$ cat src/hw/rtl/fca_pkg.sv
package fca_pkg;

    localparam int BLOCK_COUNT = 1024;
    localparam int BLOCK_BYTES = 512;

    localparam int IDX_W   = $clog2(BLOCK_COUNT);
    localparam int CNT_W   = IDX_W + 1;
    localparam int LEN_W   = 19;
    localparam int ENTRY_W = 16;

    localparam logic [ENTRY_W-1:0] ENTRY_FREE = 16'hFFFF;
    localparam logic [ENTRY_W-1:0] ENTRY_END  = 16'hFFFE;

    typedef enum logic [1:0] {
        MODE_ALLOC  = 2'd0,
        MODE_FREE   = 2'd1,
        MODE_READ   = 2'd2,
        MODE_FORMAT = 2'd3
    } t_mode;

    typedef enum logic [1:0] {
        ST_OK        = 2'd0,
        ST_NO_SPACE  = 2'd1,
        ST_BAD_INDEX = 2'd2
    } t_status;

    typedef enum logic [3:0] {
        S_CLEAR,
        S_IDLE,
        S_DECODE,
        S_SCAN,
        S_WALK_RD,
        S_WALK_EV,
        S_READ,
        S_FORMAT,
        S_DONE
    } t_state;

    typedef enum logic [3:0] {
        DP_NOP,
        DP_LOAD,
        DP_NOSPACE,
        DP_BADIDX,
        DP_FMT_START,
        DP_CLEAR,
        DP_SCAN,
        DP_LINK_END,
        DP_WALK_EV,
        DP_READ_EV
    } t_dp_op;

    typedef struct packed {
        t_dp_op op;
        logic   load_out;
    } t_dp_cmd;

    typedef struct packed {
        t_mode mode;
        logic  no_space;
        logic  bad_index;
        logic  scan_done;
        logic  walk_last;
        logic  clear_last;
    } t_dp_stat;

endpackage

$ cat src/hw/rtl/fca_ctrl.sv
module fca_ctrl (
    input  logic              i_clk,
    input  logic              i_rst_n,
    input  logic              i_in_valid,
    output logic              o_in_ready,
    output logic              o_out_valid,
    input  logic              i_out_ready,
    input  fca_pkg::t_dp_stat i_stat,
    output fca_pkg::t_dp_cmd  o_cmd
);

    fca_pkg::t_state r_state;
    fca_pkg::t_state n_state;
    logic            r_out_vld;
    logic            n_out_vld;

    always_ff @(posedge i_clk) begin
        if (!i_rst_n) begin
            r_state   <= fca_pkg::S_CLEAR;
            r_out_vld <= 1'b0;
        end else begin
            r_state   <= n_state;
            r_out_vld <= n_out_vld;
        end
    end

    always_comb begin
        n_state         = r_state;
        o_cmd.op        = fca_pkg::DP_NOP;
        o_cmd.load_out  = 1'b0;
        o_in_ready      = 1'b0;
        case (r_state)
            fca_pkg::S_CLEAR: begin
                o_cmd.op = fca_pkg::DP_CLEAR;
                if (i_stat.clear_last) begin
                    n_state = fca_pkg::S_IDLE;
                end
            end
            fca_pkg::S_IDLE: begin
                o_in_ready = 1'b1;
                if (i_in_valid) begin
                    o_cmd.op = fca_pkg::DP_LOAD;
                    n_state  = fca_pkg::S_DECODE;
                end
            end
            fca_pkg::S_DECODE: begin
                case (i_stat.mode)
                    fca_pkg::MODE_ALLOC: begin
                        if (i_stat.no_space) begin
                            o_cmd.op = fca_pkg::DP_NOSPACE;
                            n_state  = fca_pkg::S_DONE;
                        end else begin
                            n_state  = fca_pkg::S_SCAN;
                        end
                    end
                    fca_pkg::MODE_FREE: begin
                        if (i_stat.bad_index) begin
                            o_cmd.op = fca_pkg::DP_BADIDX;
                            n_state  = fca_pkg::S_DONE;
                        end else begin
                            // head entry is already on the read port
                            n_state  = fca_pkg::S_WALK_EV;
                        end
                    end
                    fca_pkg::MODE_READ: begin
                        if (i_stat.bad_index) begin
                            o_cmd.op = fca_pkg::DP_BADIDX;
                            n_state  = fca_pkg::S_DONE;
                        end else begin
                            n_state  = fca_pkg::S_READ;
                        end
                    end
                    default: begin
                        o_cmd.op = fca_pkg::DP_FMT_START;
                        n_state  = fca_pkg::S_FORMAT;
                    end
                endcase
            end
            fca_pkg::S_SCAN: begin
                if (i_stat.scan_done) begin
                    o_cmd.op = fca_pkg::DP_LINK_END;
                    n_state  = fca_pkg::S_DONE;
                end else begin
                    o_cmd.op = fca_pkg::DP_SCAN;
                end
            end
            fca_pkg::S_WALK_RD: begin
                n_state = fca_pkg::S_WALK_EV;
            end
            fca_pkg::S_WALK_EV: begin
                o_cmd.op = fca_pkg::DP_WALK_EV;
                n_state  = i_stat.walk_last ? fca_pkg::S_DONE : fca_pkg::S_WALK_RD;
            end
            fca_pkg::S_READ: begin
                o_cmd.op = fca_pkg::DP_READ_EV;
                n_state  = fca_pkg::S_DONE;
            end
            fca_pkg::S_FORMAT: begin
                o_cmd.op = fca_pkg::DP_CLEAR;
                if (i_stat.clear_last) begin
                    n_state = fca_pkg::S_DONE;
                end
            end
            fca_pkg::S_DONE: begin
                // hold until the output register is free
                if (!r_out_vld || i_out_ready) begin
                    o_cmd.load_out = 1'b1;
                    n_state        = fca_pkg::S_IDLE;
                end
            end
            default: begin
                n_state = fca_pkg::S_IDLE;
            end
        endcase
    end

    always_comb begin
        if (o_cmd.load_out) begin
            n_out_vld = 1'b1;
        end else if (i_out_ready) begin
            n_out_vld = 1'b0;
        end else begin
            n_out_vld = r_out_vld;
        end
    end

    assign o_out_valid = r_out_vld;

endmodule

$ cat config.mk
export PLATFORM = sky130hd
export DESIGN_NAME = fca_ctrl
export DESIGN_NICKNAME = d
export VERILOG_FILES = /design/src/hw/rtl/fca_pkg.sv /design/src/hw/rtl/fca_ctrl.sv
export SDC_FILE = /design/constraint.sdc
export NUM_CORES = 1
export LEC_CHECK = 0
export ABC_CLOCK_PERIOD_IN_PS = 1400
export BUFFER_PORTS_ARGS = -buffer_cell sky130_fd_sc_hd__buf_2
export CAP_MARGIN = 20
export CORE_UTILIZATION = 23
export DETAILED_ROUTE_END_ITERATION = 16
export PLACE_DENSITY = 0.45
export SLEW_MARGIN = 20
export SYNTH_ARGS = -nofsm -noshare
export SYNTH_HDL_FRONTEND = slang
export SYNTH_SLANG_ARGS = --single-unit
$ cat constraint.sdc
create_clock -name i_clk -period 1.4 [get_ports i_clk]
set_input_delay 0.28 -clock i_clk [delete_from_list [all_inputs] [get_ports i_clk]]
set_output_delay 0.28 -clock i_clk [all_outputs]
set_load 0.05 [all_outputs]
==> metrics <==
R2R setup slack=-40 ps; placed cell count=139; final hold violation count=0; WHS=352 ps; fin crit share=114%; Core ar.=2480 µm²; Routed Antenna Nets=0; number of setup violations in the final report=8; area grow syn2layout=101%; Synth area leader=dfxtp_1; TritonCTS Buffers=3; PortBufs=17; depth of the worst register-to-register path=5; status=finished, violations left; asr flop ratio synth=0%; die area=2850 µm²; dpl ws=-302 ps; critical path type=register to output pin; Final Instance Count excl. Fillers=147; top cells by count, synth=a21oi_1 (6), inv_1 (6), nand2_1 (6), dfxtp_1 (5); FILL cells=229; hold wc startpoint=i_rst_n; worst reg2reg path endpoint=r_state[1]; initial antenna violation count=0; VDD IR max=1.27 mV; CP dominant cell by count=buf_6; starting density of the core=24.5%; max capacitance violation total=0; hold depth=2; synth top area cells=dfxtp_1 (16%), ha_1 (8.2%), a21oi_1 (4.9%), mux2i_1 (4.9%), buf_4 (4.9%); post-route cell area=1220 µm²; Register Area=116 µm²; RSZ-0062 raised after global routing=true; Worst-path clk slew=approximately 40 ps; largest net degree at the start of global routing=8; Synth Area in XOR/XNOR=1.44%; routed len/inst=12.8 µm; Area after DPL=892 µm²; slowest CP cell=dfxtp_4; CP top delay family=flip-flops; critical path, cell by cell=buf_6, a21oi_2, mux2i_1, a32o_2, buf_6; drt pass-1 iters=4; Residual DRC=0; largest family of logic cells by synthesized area=compound AO/OA/AOI/OAI gates; TritonCTS Sinks=5; DR vias=740; Worst-Skew Late Latency=240 ps; vias per cell=about 5.0; crit path DAT=1310 ps; Synth warnings=0; flops & latches, synth=5; Detailed Route WL=about 1900 µm; Cell Area, Synth=608 µm²; final core occ=49.3%; Hold Crit Class=input port to register; DP Wirelength=1350 µm; simple-gate share of the synthesized area=22.6%; DRT iter0 DRCs=8; share of layout cells above drive strength 1=70.1%; gr ovfl total=0; compound-cell area share of the yosys netlist=roughly 33%; Critical R2R Launch=r_state[2]; fmax=0.629 GHz; Worst EP required=~1100 ps; failing checks=setup timing; hold endpoint=o_out_valid; CTS Root Cell=clkbuf_4; Final Critical Period=approximately 1600 ps; ant diodes=0; hold_buf cts=0; vias in the first global route=715; Final Skew=4.38 ps; crit path max fanout=6; Yosys cell types=37; Post-Synthesis Cells=76; final-stage net count=133; relative max-transition margin=64.1%; Max Slew Vio Count=0; Leak Pwr=0.500 nW; Die H=53.4 µm; H-tree Lvls=1; global-route wire length before repair=between 3000 and 4000 µm; area share of fa/ha/maj cells after synthesis=8.23%; GPL Wtd Cong=~0.87; Syn Nets=~90; die width=53.4 µm; multi-input logic area=roughly 630 µm²; top_reg_cell synth=dfxtp_1; Crit path largest cell delay=around 370 ps; CP startpoint kind=register; post-synthesis sequential area ratio=16.5%; CP Buf/Inv Count=2; gr usage total=14.4%; CTS tree=yes; Synth Area per Inst=8.00 µm²; Longest Clk Path Bufs=2; worst setup margin=-190 ps; number of synthesized flops with an enable pin=0; num ports=18; Cell Pwr Density=2000 nW/µm²; actual slew at the worst max-slew pin=524 ps; mux cell area share after synthesis=6.79%; Rows=18; Yosys top cell area share=between 10% and 20%; crit end category=output pin
[metrics by stage]
stage | TNS, ps | power [mW]
finish | -676 | 2.44
CTS | -778 | 2.33
global route | -1100 | 2.58
detailed placement | -1520 | 1.66
floorplan | -206 | 1.26
global placement | -1570 | 1.67
[flip-flops by register name (all words and copies together) (netlist names)]
| signal | count |
|---|---|
| o_out_valid | 1 |
| r_state | 4 |
[area by class of cell]
class                      instances  share of cell area [%]
inverter                           6                    2.25
clock buffer                       4                    2.15
tap                               30                    3.07
sequential                         5                    9.53
timing repair buffer              43                    31.7
multi-input combinational         59                    51.3
[timing repair]
action                                  4_1_cts  5_1_grt
endpoints found under the setup margin       10       10
gates resized for setup                      50       18
setup buffers                                 4        0
pin swaps                                    11        8
[cell families (layout without fill, tap and decap cells)]
family	Yosys count	count (layout)
AO/OA/AOI/OAI	25	25
AND/OR/NAND/NOR	25	25
buffers and inverters	12	53
flip-flops	5	5
adder cells (fa/ha/maj)	4	4
multiplexers	4	4
XOR/XNOR	1	1
[cell usage in the layout (no fill, tap or decap), types with 2 or more instances in the layout]
cell type and instances:
nor2_4 3, buf_6 15, nor2b_1 2, a21oi_2 3, inv_1 4, nor4_4 2
nand2b_1 2, a21oi_1 3, ha_1 2, nand2_1 5, o21ai_0 2, dfxtp_4 4
mux2i_1 2, buf_8 4, buf_2 9, buf_4 15, clkbuf_4 3, a31o_1 2
inv_4 2, nor3_4 2
[per-layer routing]
layer,GRT usage [%],routed length (µm)
met5,0,0
met4,3.51,14
met3,3.45,57
met2,26.0,1010
met1,16.6,805
[worst max-delay path by stage]
stage / cells after the start / endpoint / slack [ps] / startpoint
2_1_floorplan: 4 / o_cmd[1] / -100 / i_stat[5]
3_3_place_gp: 6 / o_cmd[1] / -270 / i_stat[5]
3_5_place_dp: 6 / o_cmd[1] / -300 / i_stat[5]
4_1_cts: 5 / o_cmd[1] / -210 / r_state[0]
5_1_grt: 4 / o_cmd[1] / -240 / r_state[1]
6_report: 5 / o_cmd[1] / -190 / r_state[0]
[where the power goes]
part           internal [mW]  switching, mW
logic                  0.951          0.997
registers              0.210          0.116
clock network          0.108         0.0566
(Power assumes the default switching activity.)
